### config.mk
export PLATFORM = sky130hd
export DESIGN_NAME = rmad_ctrl
export DESIGN_NICKNAME = d
export VERILOG_FILES = /design/src/rtl/rmad_pkg.sv /design/src/rtl/rmad_ctrl.sv
export SDC_FILE = /design/constraint.sdc
export NUM_CORES = 1
export LEC_CHECK = 0
export ABC_CLOCK_PERIOD_IN_PS = 2100
export BUFFER_PORTS_ARGS = -buffer_cell sky130_fd_sc_hd__buf_2
export CAP_MARGIN = 10
export CORE_AREA = 2 2 39 41
export DETAILED_ROUTE_END_ITERATION = 16
export DIE_AREA = 0 0 41 43
export PLACE_DENSITY = 0.6
export SLEW_MARGIN = 5
export SYNTH_ARGS = -nofsm -noshare
export SYNTH_HDL_FRONTEND = slang
export SYNTH_SLANG_ARGS = --single-unit
export TNS_END_PERCENT = 5
### constraint.sdc
create_clock -name clk -period 2.1 [get_ports clk]
set_clock_uncertainty 0.2 [all_clocks]
set_input_delay 0.105 -clock clk [delete_from_list [all_inputs] [get_ports clk]]
set_output_delay 0.105 -clock clk [all_outputs]
set_load 0.01 [all_outputs]
### src/rtl/rmad_pkg.sv
// shared types and constants for the relative mean absolute deviation unit
package rmad_pkg;

  // accumulator and divider dividend width (covers sum and deviation sum)
  localparam int DIV_W  = 48;
  // divisor width: sample count or magnitude of the mean
  localparam int DVSR_W = 32;
  localparam int STEP_W = $clog2(DIV_W + 1);

  localparam logic [1:0] ST_OK        = 2'd0;
  localparam logic [1:0] ST_MEAN_ZERO = 2'd1;
  localparam logic [1:0] ST_SAT       = 2'd2;
  localparam logic [1:0] ST_DROPPED   = 2'd3;

  typedef struct packed {
    logic signed [31:0] sample;
    logic               last;
  } rmad_in_t;

  typedef struct packed {
    logic signed [31:0] dispersion;
    logic [1:0]         status;
  } rmad_out_t;

  typedef enum logic [1:0] {
    DIV_MEAN,
    DIV_MAD,
    DIV_RATIO
  } div_op_t;

  typedef enum logic [3:0] {
    S_IDLE,
    S_MEAN_GO,
    S_MEAN_WAIT,
    S_DEV,
    S_DRAIN,
    S_MAD_GO,
    S_MAD_WAIT,
    S_CHECK,
    S_RATIO_GO,
    S_RATIO_WAIT,
    S_DONE
  } state_t;

  typedef struct packed {
    logic    load;
    logic    rd_clear;
    logic    rd_issue;
    logic    div_start;
    div_op_t div_op;
    logic    finish;
  } rmad_cmd_t;

  typedef struct packed {
    logic div_done;
    logic idx_last;
    logic pipe_busy;
    logic mean_zero;
  } rmad_stat_t;

endpackage

### src/rtl/rmad_ctrl.sv
// sequencing state machine for load, mean, deviation pass and divisions
module rmad_ctrl (
  input  logic                 clk,
  input  logic                 rst,
  input  logic                 start,
  input  logic                 last,
  input  rmad_pkg::rmad_stat_t stat,
  output logic                 busy,
  output rmad_pkg::rmad_cmd_t  cmd
);

  rmad_pkg::state_t state;
  rmad_pkg::state_t state_next;

  always_ff @(posedge clk) begin
    if (rst) begin
      state <= rmad_pkg::S_IDLE;
    end else begin
      state <= state_next;
    end
  end

  always_comb begin
    state_next = state;
    unique case (state)
      rmad_pkg::S_IDLE: begin
        if (start && last) state_next = rmad_pkg::S_MEAN_GO;
      end
      rmad_pkg::S_MEAN_GO:   state_next = rmad_pkg::S_MEAN_WAIT;
      rmad_pkg::S_MEAN_WAIT: begin
        if (stat.div_done) state_next = rmad_pkg::S_DEV;
      end
      rmad_pkg::S_DEV: begin
        if (stat.idx_last) state_next = rmad_pkg::S_DRAIN;
      end
      rmad_pkg::S_DRAIN: begin
        if (!stat.pipe_busy) state_next = rmad_pkg::S_MAD_GO;
      end
      rmad_pkg::S_MAD_GO:   state_next = rmad_pkg::S_MAD_WAIT;
      rmad_pkg::S_MAD_WAIT: begin
        if (stat.div_done) state_next = rmad_pkg::S_CHECK;
      end
      rmad_pkg::S_CHECK: begin
        state_next = stat.mean_zero ? rmad_pkg::S_DONE : rmad_pkg::S_RATIO_GO;
      end
      rmad_pkg::S_RATIO_GO:   state_next = rmad_pkg::S_RATIO_WAIT;
      rmad_pkg::S_RATIO_WAIT: begin
        if (stat.div_done) state_next = rmad_pkg::S_DONE;
      end
      rmad_pkg::S_DONE: state_next = rmad_pkg::S_IDLE;
      default:          state_next = rmad_pkg::S_IDLE;
    endcase
  end

  always_comb begin
    cmd       = '0;
    cmd.div_op = rmad_pkg::DIV_MEAN;
    busy      = 1'b1;
    unique case (state) inside
      rmad_pkg::S_IDLE: begin
        busy     = 1'b0;
        cmd.load = start;
      end
      rmad_pkg::S_MEAN_GO: begin
        cmd.div_start = 1'b1;
        cmd.div_op    = rmad_pkg::DIV_MEAN;
        cmd.rd_clear  = 1'b1;
      end
      rmad_pkg::S_DEV: cmd.rd_issue = 1'b1;
      rmad_pkg::S_MAD_GO: begin
        cmd.div_start = 1'b1;
        cmd.div_op    = rmad_pkg::DIV_MAD;
      end
      rmad_pkg::S_RATIO_GO: begin
        cmd.div_start = 1'b1;
        cmd.div_op    = rmad_pkg::DIV_RATIO;
      end
      rmad_pkg::S_DONE: cmd.finish = 1'b1;
      rmad_pkg::S_MEAN_WAIT, rmad_pkg::S_DRAIN, rmad_pkg::S_MAD_WAIT,
      rmad_pkg::S_CHECK, rmad_pkg::S_RATIO_WAIT: begin
        cmd.rd_issue = 1'b0;
      end
      default: busy = 1'b1;
    endcase
  end

endmodule

==> impl_metrics.py <==
metrics = {
    "status": {
        "status": "completed",
    },
    "clocking": {
        "cts_resized": 0,
        "cts_made_buffers": 3,
        "cts_setup_buffers": 0,
        "cts.sinks": 4,
        "cts_tree": "yes",
        "cts_root_buf": "clkbuf_4",
        "cts.clk_slew.worst_paths_ns": 0.04,
        "ctsHtreeMaxLevel": 1,
        "clk_latency_ns": 0.25,
        "cts_hold_buffers": 1,
        "cts_buffer_depth": 2,
    },
    "cells_and_area": {
        "reg_top3": "state (4)",
        "layout_common_cells": "buf_2, nor2_1, nand2b_1, nand2_1",
        "final_common_cell": "buf_2",
        "finish.utilization_pct": 32.6,
        "num-nets-final": 72,
        "layout-drive-gt1-share_pct": 32.3,
        "diodes": 0,
        "largest-register": "state",
        "syn_to_final_growth_pct": 31.8,
        "largest_reg_flops": 4,
    },
    "worst_setup_path": {
        "cp.required_ns": 2.03,
        "critPathMaxFanout": 14,
        "reg2reg_slack_ns": 0.21,
        "arrival_ns": 1.82,
        "endpoint_kind": "register",
        "r2r_start": "state[2]$_SDFFE_PP0P_",
        "crit_type": "reg2reg",
        "startpoint_type": "register",
        "ff2ff_path_depth": 4,
        "reg2reg_to": "state[1]$_SDFFE_PP0P_",
    },
    "timing": {
        "rsz0062_at_grt": "false",
        "holdWs_ns": 0.0657,
        "fin_tns_setup_ns": 0,
        "worst_pin_slew_ns": 0.421,
        "layout_min_cycle_time_ns": 1.89,
        "setup_violations": 0,
        "fmax_mhz": 528,
        "maxSlewViolCount": 0,
        "fin_crit_sh_pct": 90.2,
        "max_slew_margin_pct": 71.9,
        "finalHoldViolations": 0,
        "finalWorstSetupSlack_ns": 0.206,
    },
    "pwr": {
        "peakVddDrop_mv": 0.364,
        "p_leak_nw": 0.200,
        "power.density_mw_per_mm2": 1150,
    },
    "drt": {
        "wire_per_inst_um": 9.40,
        "ant_nets": 0,
        "top_layer_used": "met4",
        "drt_wl_total_um": 733,
        "vias": 371,
        "drt-initial-drc-count": 4,
        "viasPerCell": 4.76,
        "dr_wl_met2_um": 338,
        "firstDrtPassIters": 2,
        "met1Wirelength_um": 339,
        "drc_errors": 0,
        "dr_wl_met3_um": 25,
    },
    "grt": {
        "grtUsageTotal_pct": 9.63,
        "grt_overflow_total": 0,
        "antenna_found_initial": 0,
        "grt_pass1_wl_um": 1190,
        "grt_pass1_vias": 285,
        "grt_max_degree": 16,
    },
    "place": {
        "portBuffers": 15,
        "detailedPlace.worstSlack_ns": 0.238,
        "gp_congestion": 0.718,
        "dp_hpwl_um": 536,
    },
    "yosys": {
        "ys_top_cells_by_area": "dfxtp_1, nand2b_1, nor2_1, nor3_1, nand2_1",
        "ys.flop_type": "dfxtp_1",
        "synth_seq_cells": 4,
        "yosys.cell_types.count": 23,
        "syn-instance-count": 47,
        "synth_area_um2": 343,
        "ys_warn_count": 0,
        "synth_area_per_cell_um2": 7.29,
        "syn_nets": 55,
        "synth_top_area_share_pct": 23.4,
        "yosysTopAreaCell": "dfxtp_1",
        "synth-async-reset-ratio_pct": 0,
        "synth_edf_count": 0,
        "ys_seq_area_share_pct": 23.4,
    },
    "worst_hold_path": {
        "min_to": "state[0]$_SDFFE_PP0P_",
        "holdPathStages": 3,
        "hp-class": "in2reg",
        "hold_path.startpoint": "stat[3]",
    },
    "floorplanning": {
        "die_area_mm2": 0.00176,
        "die_h_um": 43,
        "ios": 16,
        "start_util_pct": 24.8,
        "rows": 14,
        "coreArea_mm2": 0.00138,
        "die_x_um": 41,
    },
    "flow_run": {
        "cap_violations": 0,
    },
}
area by class of cell:
cell class,count,area [um2]
clock buffers,3,22.5
fillers,144,932
multi-input cells,39,244
flip-flops and latches,4,80.1
well taps,16,20.0
repair buffers,16,85.1
per-stage QoR:
stage / total power [mW] / area [um2] / cells
6_report: 0.520 / 452 / 78
5_1_grt: 0.567 / 452 / 78
4_1_cts: 0.526 / 452 / 78
3_5_place_dp: 0.419 / 419 / 74
3_3_place_gp: 0.419 / 419 / 74
2_1_floorplan: 0.354 / 343 / 47
worst max-delay path: stages (launching register included):
cell and delay, ns:
dfxtp_1 0.55, and4bb_1 0.25, a311oi_1 0.23, o22a_1 0.24, mux2_4 0.30
layer usage:
| metal | track usage, % | vias to the layer above |
|---|---|---|
| met4 | 8.00 | 0 |
| li1 | - | 200 |
| met5 | 0 | - |
| met2 | 12.2 | 8 |
| met1 | 14.4 | 161 |
| met3 | 0 | 2 |
cell families after synthesis:
| family | count (synthesis) | share of synthesized area [%] |
|---|---|---|
| AOI/OAI and AO/OA | 9 | 19.0 |
| buffers and inverters | 4 | 5.47 |
| DFF | 4 | 23.4 |
| muxes | 2 | 7.30 |
| and+or+nand+nor | 28 | 44.9 |
synthesized netlist by cell type (2+ instances only):
cell type  instances
buf_2              3
nand2b_1           5
nand2_1            5
nor2_1             8
dfxtp_1            4
nor3_1             4
a21oi_1            2
where the power goes:
group / total [mW] / switching [mW] / leakage [nW] / internal, mW
clock: 0.102 / 0.0374 / 0.0138 / 0.0643
combinational: 0.260 / 0.124 / 0.153 / 0.137
sequential: 0.158 / 0.0623 / 0.0326 / 0.0960
total: 0.520 / 0.223 / 0.200 / 0.297
worst max-delay path by stage:
stage	from	endpoint	cells past startpoint
final	state[2]$_SDFFE_PP0P_	state[1]$_SDFFE_PP0P_	4
after detailed placement	state[2]$_SDFFE_PP0P_	state[1]$_SDFFE_PP0P_	4
after floorplan	state[0]$_SDFFE_PP0P_	state[1]$_SDFFE_PP0P_	4
after CTS	state[2]$_SDFFE_PP0P_	state[1]$_SDFFE_PP0P_	4
after global placement	state[2]$_SDFFE_PP0P_	state[1]$_SDFFE_PP0P_	4
after global routing	state[2]$_SDFFE_PP0P_	state[1]$_SDFFE_PP0P_	4
(Power assumes the default switching activity.)
